## config.mk

```make
export PLATFORM = sky130hd
export DESIGN_NAME = vpv_ram
export DESIGN_NICKNAME = d
export VERILOG_FILES = /design/src/hw/rtl/vpv_ram.sv
export SDC_FILE = /design/constraint.sdc
export NUM_CORES = 1
export LEC_CHECK = 0
export BUFFER_PORTS_ARGS = -buffer_cell sky130_fd_sc_hd__buf_2
export CORE_MARGIN = 2
export CORE_UTILIZATION = 57
export CTS_CLUSTER_DIAMETER = 80
export CTS_CLUSTER_SIZE = 10
export DETAILED_ROUTE_END_ITERATION = 10
export GPL_TIMING_DRIVEN = 0
export PLACE_DENSITY = 0.74
export RECOVER_POWER = 25
export SLEW_MARGIN = 20
export SYNTH_ARGS = -nofsm -noshare
export SYNTH_HDL_FRONTEND = slang
export SYNTH_SLANG_ARGS = --single-unit
```

## constraint.sdc

```tcl
create_clock -name clk -period 2.1 [get_ports clk]
set_input_delay 0.315 -clock clk [delete_from_list [all_inputs] [get_ports clk]]
set_output_delay 0.315 -clock clk [all_outputs]
set_load 0.02 [all_outputs]
```

## src/hw/rtl/vpv_ram.sv

```systemverilog
module vpv_ram #(
  parameter int WIDTH = 8,
  parameter int DEPTH = 16
) (
  input  logic                     clk,
  input  logic                     we,
  input  logic [$clog2(DEPTH)-1:0] waddr,
  input  logic [WIDTH-1:0]         wdata,
  input  logic [$clog2(DEPTH)-1:0] raddr,
  output logic [WIDTH-1:0]         rdata
);

  logic [WIDTH-1:0] mem [DEPTH];

  always_ff @(posedge clk) begin
    if (we) begin
      mem[waddr] <= wdata;
    end
    rdata <= mem[raddr];
  end

endmodule

```

==> results of run 1 <==
## layout by cell type, fill, tap and decap left out, drive strengths merged, types with 5 or more instances in the layout
master    n
mux4     32
nor2     13
clkbuf   26
edfxtp  128
clkinv    6
bufinv    5
nand2     9
dfxtp     8
a22oi    16
buf      26
## critical path, cell delays in order
cell	delay (ps)
buf_2	120
or3b_2	540
nor2_1	680
## layout make-up
class	count	share of cell area
buffer	10	0.0142
tap	108	0.0223
clock buffer	21	0.0741
clock inverter	11	0.0322
sequential	136	0.661
timing repair buffer	24	0.0188
multi-input combinational	83	0.178
## layer usage
metal	vias to the layer above	part of all wire
met2	144	0.51
met5	-	0
met3	15	0.083
li1	1059	-
met4	0	0.017
met1	1275	0.39
## metrics by stage
stage               power (mW)  area (um2)
floorplan                 3.28        5150
global placement          3.40        5400
detailed placement        3.42        5420
CTS                       6.58        6070
global route              6.71        6060
finish                    6.57        6060
## state kept, by name, indices dropped and copies added, names as in the netlist
register	count
rdata	8
mem	128
## worst max path at each step
stage	slack [ps]	endpoint
floorplan	290	mem[0][0]
global placement	-250	mem[0][4]
detailed placement	90	mem[2][3]
CTS	610	mem[2][1]
global route	570	mem[2][1]
finish	580	mem[2][1]
## report_power, final
part	leakage (nW)	internal (mW)	switching, mW
Sequential	1.22	3.04	0.0164
Combinational	0.506	0.120	0.192
Clock	0.316	2.12	1.09
## kinds of logic after synthesis
family / share of synthesized area
DFF: 0.778
and+or+nand+nor: 0.0318
muxes: 0.150
AOI/OAI and AO/OA: 0.0233
buffers and inverters: 0.0168
==> out/metrics.cfg, run 1 <==
[status]
outcome = finished, final reports clean

[timing]
setup_viol = 0
fin_skew_ps = 6.68
period_needed_ps = 1520
hold_violations = 0
max_freq_mhz = 658
fin_tns_setup_ps = 0
rsz0062_at_grt = false
layout_setup_ws_ps = 579
whs_ps = 214
slew_headroom = 0.432
slew_violations = 0
period_share = 0.724
tightest_slew_ps = 849

[critical_path]
ff2ff_path_depth = 3
crit_type = in2reg
required_ps = 2240
r2r_end = rdata[1]
r2r_slack_ps = 670
end_kind = register
timing.rr.start = mem[6][1]
crit_fanout = 8
crit_start = waddr[2]
worstSetupStartpointType = primary input
cp.arrival_ps = 1660

[die]
coreArea_um2 = 8720
pin_count = 26
die-area_um2 = 9810
die-width_um = 99.0
num_rows = 34
die_h_um = 99.0
start_util = 0.590

[grt]
top_usage_layer = met2
track_usage = 0.232
grt_pass1_wl_mm = 15.6
grt_max_degree = 17
grt_util_met1 = 0.313
use_met3 = 0.0574
met2_usage = 0.367
grt_antenna_before_repair = 0
grt_pass1_vias = 2553
grt_overflow = 0

[power]
irDropWorstVdd_v = 0.000877
powerDensity_nw_per_um2 = 1080
p_leak_nw = 2.05

[clock_tree]
cts_max_level = 4
insertion_delay_ps = 510
numCtsBuffers = 17
root_buffer = clkbuf_8
cts.path.max_buffers = 2
ctsResizeCount = 0
path_clk_slew_ps = 60
cts_setup_buffers = 0
cts.sinks = 136
hold_buffers = 0
cts_tree = yes

[final_layout]
nNetsFinal = 290
fin_cells = 393
fillers = 506
multiInputGateArea_um2 = 1080
ff_latch_area_um2 = 4000
drive_gt1_frac = 0.288
fin_util = 0.695
diodes = 0
synthToLayoutAreaGrowth_pct = 17.7

[placement]
place.gp.congestion = 0.738
pre_cts_ws_ps = 86.7
port_buffers = 24
hpwl_mm = 5.94
placed_cells = 361

[synth]
synth_top_cell_by_area = edfxtp_1
synth_edf_count = 128
synth_common_cells = edfxtp_1 (128), mux4_2 (18), a22oi_1 (16)
syn_nets = 247
ys_types = 19
synth_ff_type = edfxtp_1
ys_seq_area_frac = 0.778
async_reset_ff_frac = 0
yosys-top-cells-area = edfxtp_1 (75%), mux4_2 (7.9%), mux4_1 (7.1%)
postSynthCellCount = 229
ys_warn_count = 0
avgSynthCellArea_um2 = 22.5
synth_seq_cells = 136
synth_area_um2 = 5150
yosysMostFrequentCell = edfxtp_1
synth_top_area_frac = 0.747

[drt]
drc_errors = 0
num_vias = 2493
first_iter_violations = 291
wirelength_mm = 10.5
viasPerCell = 6.34
dr.pass1.iters = 5
postRouteAntennaNets = 0
wl_per_cell_um = 26.7

[worst_hold_path]
hold_path.startpoint = wdata[0]
holdPathEnd = mem[4][0]
hold_path.class = in2reg
holdPathStages = 1

[flow_run]
cap_violations = 0

(Power assumes the default switching activity.)
==> run 2: changes to the inputs <==
--- a/config.mk
+++ b/config.mk
@@ -7,12 +7,12 @@
 export LEC_CHECK = 0
 export BUFFER_PORTS_ARGS = -buffer_cell sky130_fd_sc_hd__buf_2
 export CORE_MARGIN = 2
-export CORE_UTILIZATION = 57
+export CORE_UTILIZATION = 54
 export CTS_CLUSTER_DIAMETER = 80
 export CTS_CLUSTER_SIZE = 10
 export DETAILED_ROUTE_END_ITERATION = 10
 export GPL_TIMING_DRIVEN = 0
-export PLACE_DENSITY = 0.74
+export PLACE_DENSITY = 0.73
 export RECOVER_POWER = 25
 export SLEW_MARGIN = 20
 export SYNTH_ARGS = -nofsm -noshare
==> constraint.sdc (replaced) <==
create_clock -name clk -period 1.2 [get_ports clk]
set_input_delay 0.18 -clock clk [delete_from_list [all_inputs] [get_ports clk]]
set_output_delay 0.18 -clock clk [all_outputs]
set_load 0.02 [all_outputs]
==> run 2 against run 1 <==
Effect of this change: the run now ends with setup timing left; hold slack got worse by 130 ps; non-clock buffer count unchanged; global-route usage decreased by 1.7 points; clock skew increased by 6.4 ps; cell count increased by 5.3%; core utilization decreased by 2.6 points; largest power group unchanged; highest routed layer unchanged.
==> out/metrics.cfg, run 2 (same netlist as run 1, synthesis figures left out) <==
[timing]
hold_violations = 0
slew_violations = 0
tightest_slew_ps = 763
slew_headroom = 0.489
layout_setup_ws_ps = -119
fin_skew_ps = 13.0
fin_tns_setup_ps = -682
period_share = 1.10
setup_viol = 8
max_freq_mhz = 758
rsz0062_at_grt = true
period_needed_ps = 1320

[final_layout]
fillers = 572
largestRegisters = mem: 128 flops, rdata: 8 flops
largest_reg_flops = 128
synthToLayoutAreaGrowth_pct = 20.2
largest_register = mem
layout_commonest_cell = edfxtp_1
diodes = 0
drive_gt1_frac = 0.396
nNetsFinal = 290
final_cell_mix = edfxtp_1 (128), mux4_2 (32), buf_2 (21), clkbuf_16 (16)

[critical_path]
crit_cells = 3
timing.rr.start = mem[2][4]
crit_path_cell_trace = mux4_2, a22oi_2, nand2_1
crit_type = reg2reg
cpPeakStageDelay_ps = 480
crit_family = multiplexers
crit_start = mem[2][4]
crit_fanout = 1
end_kind = register
crit_path_end = rdata[4]
required_ps = 1580
worst-path-buf-inv = 0
worstSetupStartpointType = register
cp.arrival_ps = 1690
r2r_end = rdata[4]
ff2ff_path_depth = 3
crit_path_top_delay_cell = mux4_2
r2r_slack_ps = -120

[clock_tree]
root_buffer = clkbuf_8
cts_max_level = 4
cts.path.max_buffers = 2
cts.sinks = 136
insertion_delay_ps = 510
numCtsBuffers = 17
cts_tree = yes
path_clk_slew_ps = 60
cts_setup_buffers = 0

[status]
violations = setup timing
outcome = finished, violations left

[power]
powerDensity_nw_per_um2 = 1900
p_leak_nw = 2.02
irDropWorstVdd_v = 0.00104

[die]
pin_count = 26
die-width_um = 102
die_h_um = 102
start_util = 0.557
coreArea_um2 = 9240
num_rows = 35
die-area_um2 = 10300

[drt]
drc_errors = 0
postRouteAntennaNets = 0
viasPerCell = 5.81
num_vias = 2405
dr.pass1.iters = 4
first_iter_violations = 305
wirelength_mm = 9.97
wl_per_cell_um = 24.1

[grt]
grt_antenna_before_repair = 0
grt_overflow = 0
grt_pass1_wl_mm = 15.1
track_usage = 0.215
grt_max_degree = 17
grt_pass1_vias = 2525

[placement]
port_buffers = 24
hpwl_mm = 5.91
pre_cts_ws_ps = -456
place.gp.congestion = 0.699

[flow_run]
cap_violations = 0

[worst_hold_path]
hold_path.class = in2reg

## run 2: layer usage
layer	global-route usage	routed length (um)	vias up
met5	0	0	-
met4	0.0748	117	0
met3	0.0545	504	10
met2	0.331	4980	86
met1	0.306	4370	1260
li1	-	-	1049
## run 2: layout make-up
| class | count | area [um2] | share of cell area |
|---|---|---|---|
| Clock buffer | 20 | 455 | 0.0736 |
| Buffer | 10 | 120 | 0.0194 |
| Tap cell | 129 | 161 | 0.0261 |
| Sequential cell | 136 | 4000 | 0.647 |
| Multi-Input combinational cell | 83 | 1110 | 0.179 |
| Clock inverter | 12 | 220 | 0.0356 |
| Timing Repair Buffer | 24 | 116 | 0.0188 |
## run 2: how the worst min path moves through the flow
stage                  start          to  slack [ps]  cells after the start
floorplan           wdata[0]   mem[0][0]         280                      0
global placement    wdata[6]  mem[14][6]         580                      1
detailed placement  wdata[1]   mem[8][1]         590                      1
CTS                 wdata[3]   mem[9][3]          70                      1
global route        wdata[3]  mem[11][3]          80                      1
finish              wdata[3]  mem[13][3]          80                      1
## run 2: report_power, final
group	leakage [nW]	internal [mW]	total [mW]	switching (mW)
registers	1.22	5.31	5.34	0.0283
clock network	0.331	3.95	5.80	1.84
logic	0.469	0.242	0.600	0.358
total	2.02	9.51	11.7	2.23
## run 2: stage by stage
| stage | hold WS (ps) | total power, mW | cell area (um2) | cells | util |
|---|---|---|---|---|---|
| floorplan | 279 | 5.77 | 5180 | 229 | - |
| global placement | 582 | 5.99 | 5470 | 382 | 0.591 |
| detailed placement | 595 | 6.01 | 5470 | 382 | 0.591 |
| CTS | 66.4 | 11.8 | 6180 | 414 | 0.669 |
| global route | 83.3 | 12.0 | 6190 | 414 | 0.669 |
| finish | 80.1 | 11.7 | 6190 | 414 | 0.669 |
## run 2: what timing repair did
item | in CTS | in global routing
pin swaps | 3 | 4
endpoints found under the setup margin | 8 | 25
hold buffers | 0 | 0
resized for setup | 9 | 5
## run 2: worst register-to-register path: cells and delay by family (launching register included)
family          cells  cell delay [ps]
mux                 1              480
simple gates        1              100
flops               1              380
compound gates      1              230
==> run 3: changes to the inputs <==
--- a/config.mk
+++ b/config.mk
@@ -8,6 +8,7 @@
 export BUFFER_PORTS_ARGS = -buffer_cell sky130_fd_sc_hd__buf_2
 export CORE_MARGIN = 2
 export CORE_UTILIZATION = 54
+export CTS_BUF_LIST = sky130_fd_sc_hd__clkbuf_16
 export CTS_CLUSTER_DIAMETER = 80
 export CTS_CLUSTER_SIZE = 10
 export DETAILED_ROUTE_END_ITERATION = 10
==> run 3 against run 2 <==
Effect of this change: the flow still finishes with violations (setup timing); combinational power grew 2%; sequential share of layout area down 0.39 points; non-clock buffer count up 1; via count grew 1.3%; hold slack better by 100 ps; clock skew shrank 5.9 ps; sequential power about the same; total power is 0.59% lower; worst setup slack improved by 12 ps; clock power down 1%; critical path type unchanged; largest power group unchanged; highest routed layer unchanged.
==> out/metrics.cfg, run 3 (same netlist as run 1, synthesis figures left out) <==
[status]
outcome = finished, violations left
violations = setup timing

[grt]
track_usage = 0.219
grt_pass1_wl_mm = 15.2
grt_pass1_vias = 2530
grt_overflow = 0
grt_max_degree = 17
grt_antenna_before_repair = 0

[final_layout]
layout_commonest_cell = edfxtp_1
diodes = 0
multiInputGateArea_um2 = 1150
largestRegisters = mem: 128 flops, rdata: 8 flops
largest_reg_flops = 128
ff_latch_area_um2 = 4000
drive_gt1_frac = 0.420
largest_register = mem
final_cell_mix = edfxtp_1 (128), mux4_2 (32), buf_2 (23), clkbuf_16 (17), a22oi_2 (11)
nNetsFinal = 291
fillers = 562
synthToLayoutAreaGrowth_pct = 20.9

[timing]
setup_viol = 8
period_share = 1.09
tightest_slew_ps = 837
slew_violations = 0
layout_setup_ws_ps = -107
fin_skew_ps = 7.15
max_freq_mhz = 765
hold_violations = 0
slew_headroom = 0.440
period_needed_ps = 1310
rsz0062_at_grt = true

[clock_tree]
path_clk_slew_ps = 60
hold_buffers = 0
cts.sinks = 136
insertion_delay_ps = 410
numCtsBuffers = 17
root_buffer = clkbuf_16
cts_max_level = 4
cts_tree = yes
cts.path.max_buffers = 2

[die]
die_h_um = 102
die-width_um = 102
start_util = 0.557
num_rows = 35
die-area_um2 = 10300
coreArea_um2 = 9240
pin_count = 26

[critical_path]
cp.arrival_ps = 1600
crit_family = multiplexers
crit_fanout = 1
required_ps = 1490
end_kind = register
crit_path_cell_trace = mux4_2, a22oi_2, nand2_1
crit_path_top_delay_cell = mux4_2
worstSetupStartpointType = register
worst-path-buf-inv = 0
cpPeakStageDelay_ps = 520
crit_type = reg2reg

[drt]
viasPerCell = 5.87
num_vias = 2437
drc_errors = 0
first_iter_violations = 280
wirelength_mm = 10.2
postRouteAntennaNets = 0
dr.pass1.iters = 5
wl_per_cell_um = 24.6

[placement]
port_buffers = 24
pre_cts_ws_ps = -456
hpwl_mm = 5.91
place.gp.congestion = 0.699

[power]
comb_power_share = 0.052
p_leak_nw = 2.03
p_int_mw = 9.43
p_clk_frac = 0.490
switching_share = 0.192
irDropWorstVdd_v = 0.00116
switching_power_mw = 2.25
seqPwrFrac = 0.458
finalPower_mw = 11.7
powerDensity_nw_per_um2 = 1880

[flow_run]
cap_violations = 0

[worst_hold_path]
hold_path.class = in2reg

-- run 3: cell count changes in the layout (fill, tap and decap cells not counted), sizes merged --
cell and delta:
buf +2, clkbuf -4, clkinv +3
-- run 3: final timing paths --
check	startpoint	endpoint	slack, ps	cells after the start
worst max-delay path	mem[7][2]	rdata[2]	-110	3
worst min-delay path	wdata[3]	mem[9][3]	180	1
worst max register to register	mem[7][2]	rdata[2]	-110	3
worst min register to register	mem[11][5]	rdata[5]	690	3
-- run 3: final cells by class --
type / instances / share of cell area
flip-flops and latches: 136 / 0.643
multi-input cells: 83 / 0.184
clock buffers: 17 / 0.0684
clock inverters: 15 / 0.0372
well taps: 129 / 0.0259
repair buffers: 25 / 0.0217
plain buffers: 10 / 0.0193
-- run 3: timing repair --
item / in CTS / in global routing
endpoints found under the hold margin: 0 / 0
resized for setup: 16 / 7
pin swaps: 3 / 3
buffers inserted: 0 / 1
endpoints found under the setup margin: 56 / 56
cloned: 0 / 0
-- run 3: worst register-to-register path, cell delays in order, from the launching register on --
cell and delay [ps]:
edfxtp_1 390, mux4_2 520, a22oi_2 220, nand2_1 70
-- run 3: metrics by stage --
stage               area [um2]   util  cells  TNS [ps]  hold slack, ps
floorplan                 5180      -    229     -1220             279
CTS                       6180  0.669    414      -695             172
detailed placement        5470  0.591    382    -46900             595
finish                    6220  0.674    415      -573             184
global placement          5470  0.591    382    -45380             582
global route              6220  0.674    415      -907             198
-- run 3: power by group through the flow --
stage          Sequential, mW  Combinational (mW)  Clock, mW
2_1_floorplan            5.47               0.303          0
3_3_place_gp             5.43               0.560          0
3_5_place_dp             5.44               0.571          0
4_1_cts                  5.34               0.604       5.77
5_1_grt                  5.35               0.653       5.95
6_report                 5.34               0.611       5.72
-- run 3: routing by layer --
metal,part of all wire,wire length [um],track usage,up-vias
met5,0,0,0,-
met4,0.017,171,0.0904,0
met3,0.063,638,0.0538,14
met2,0.51,5180,0.338,96
met1,0.41,4210,0.305,1274
li1,-,-,-,1053
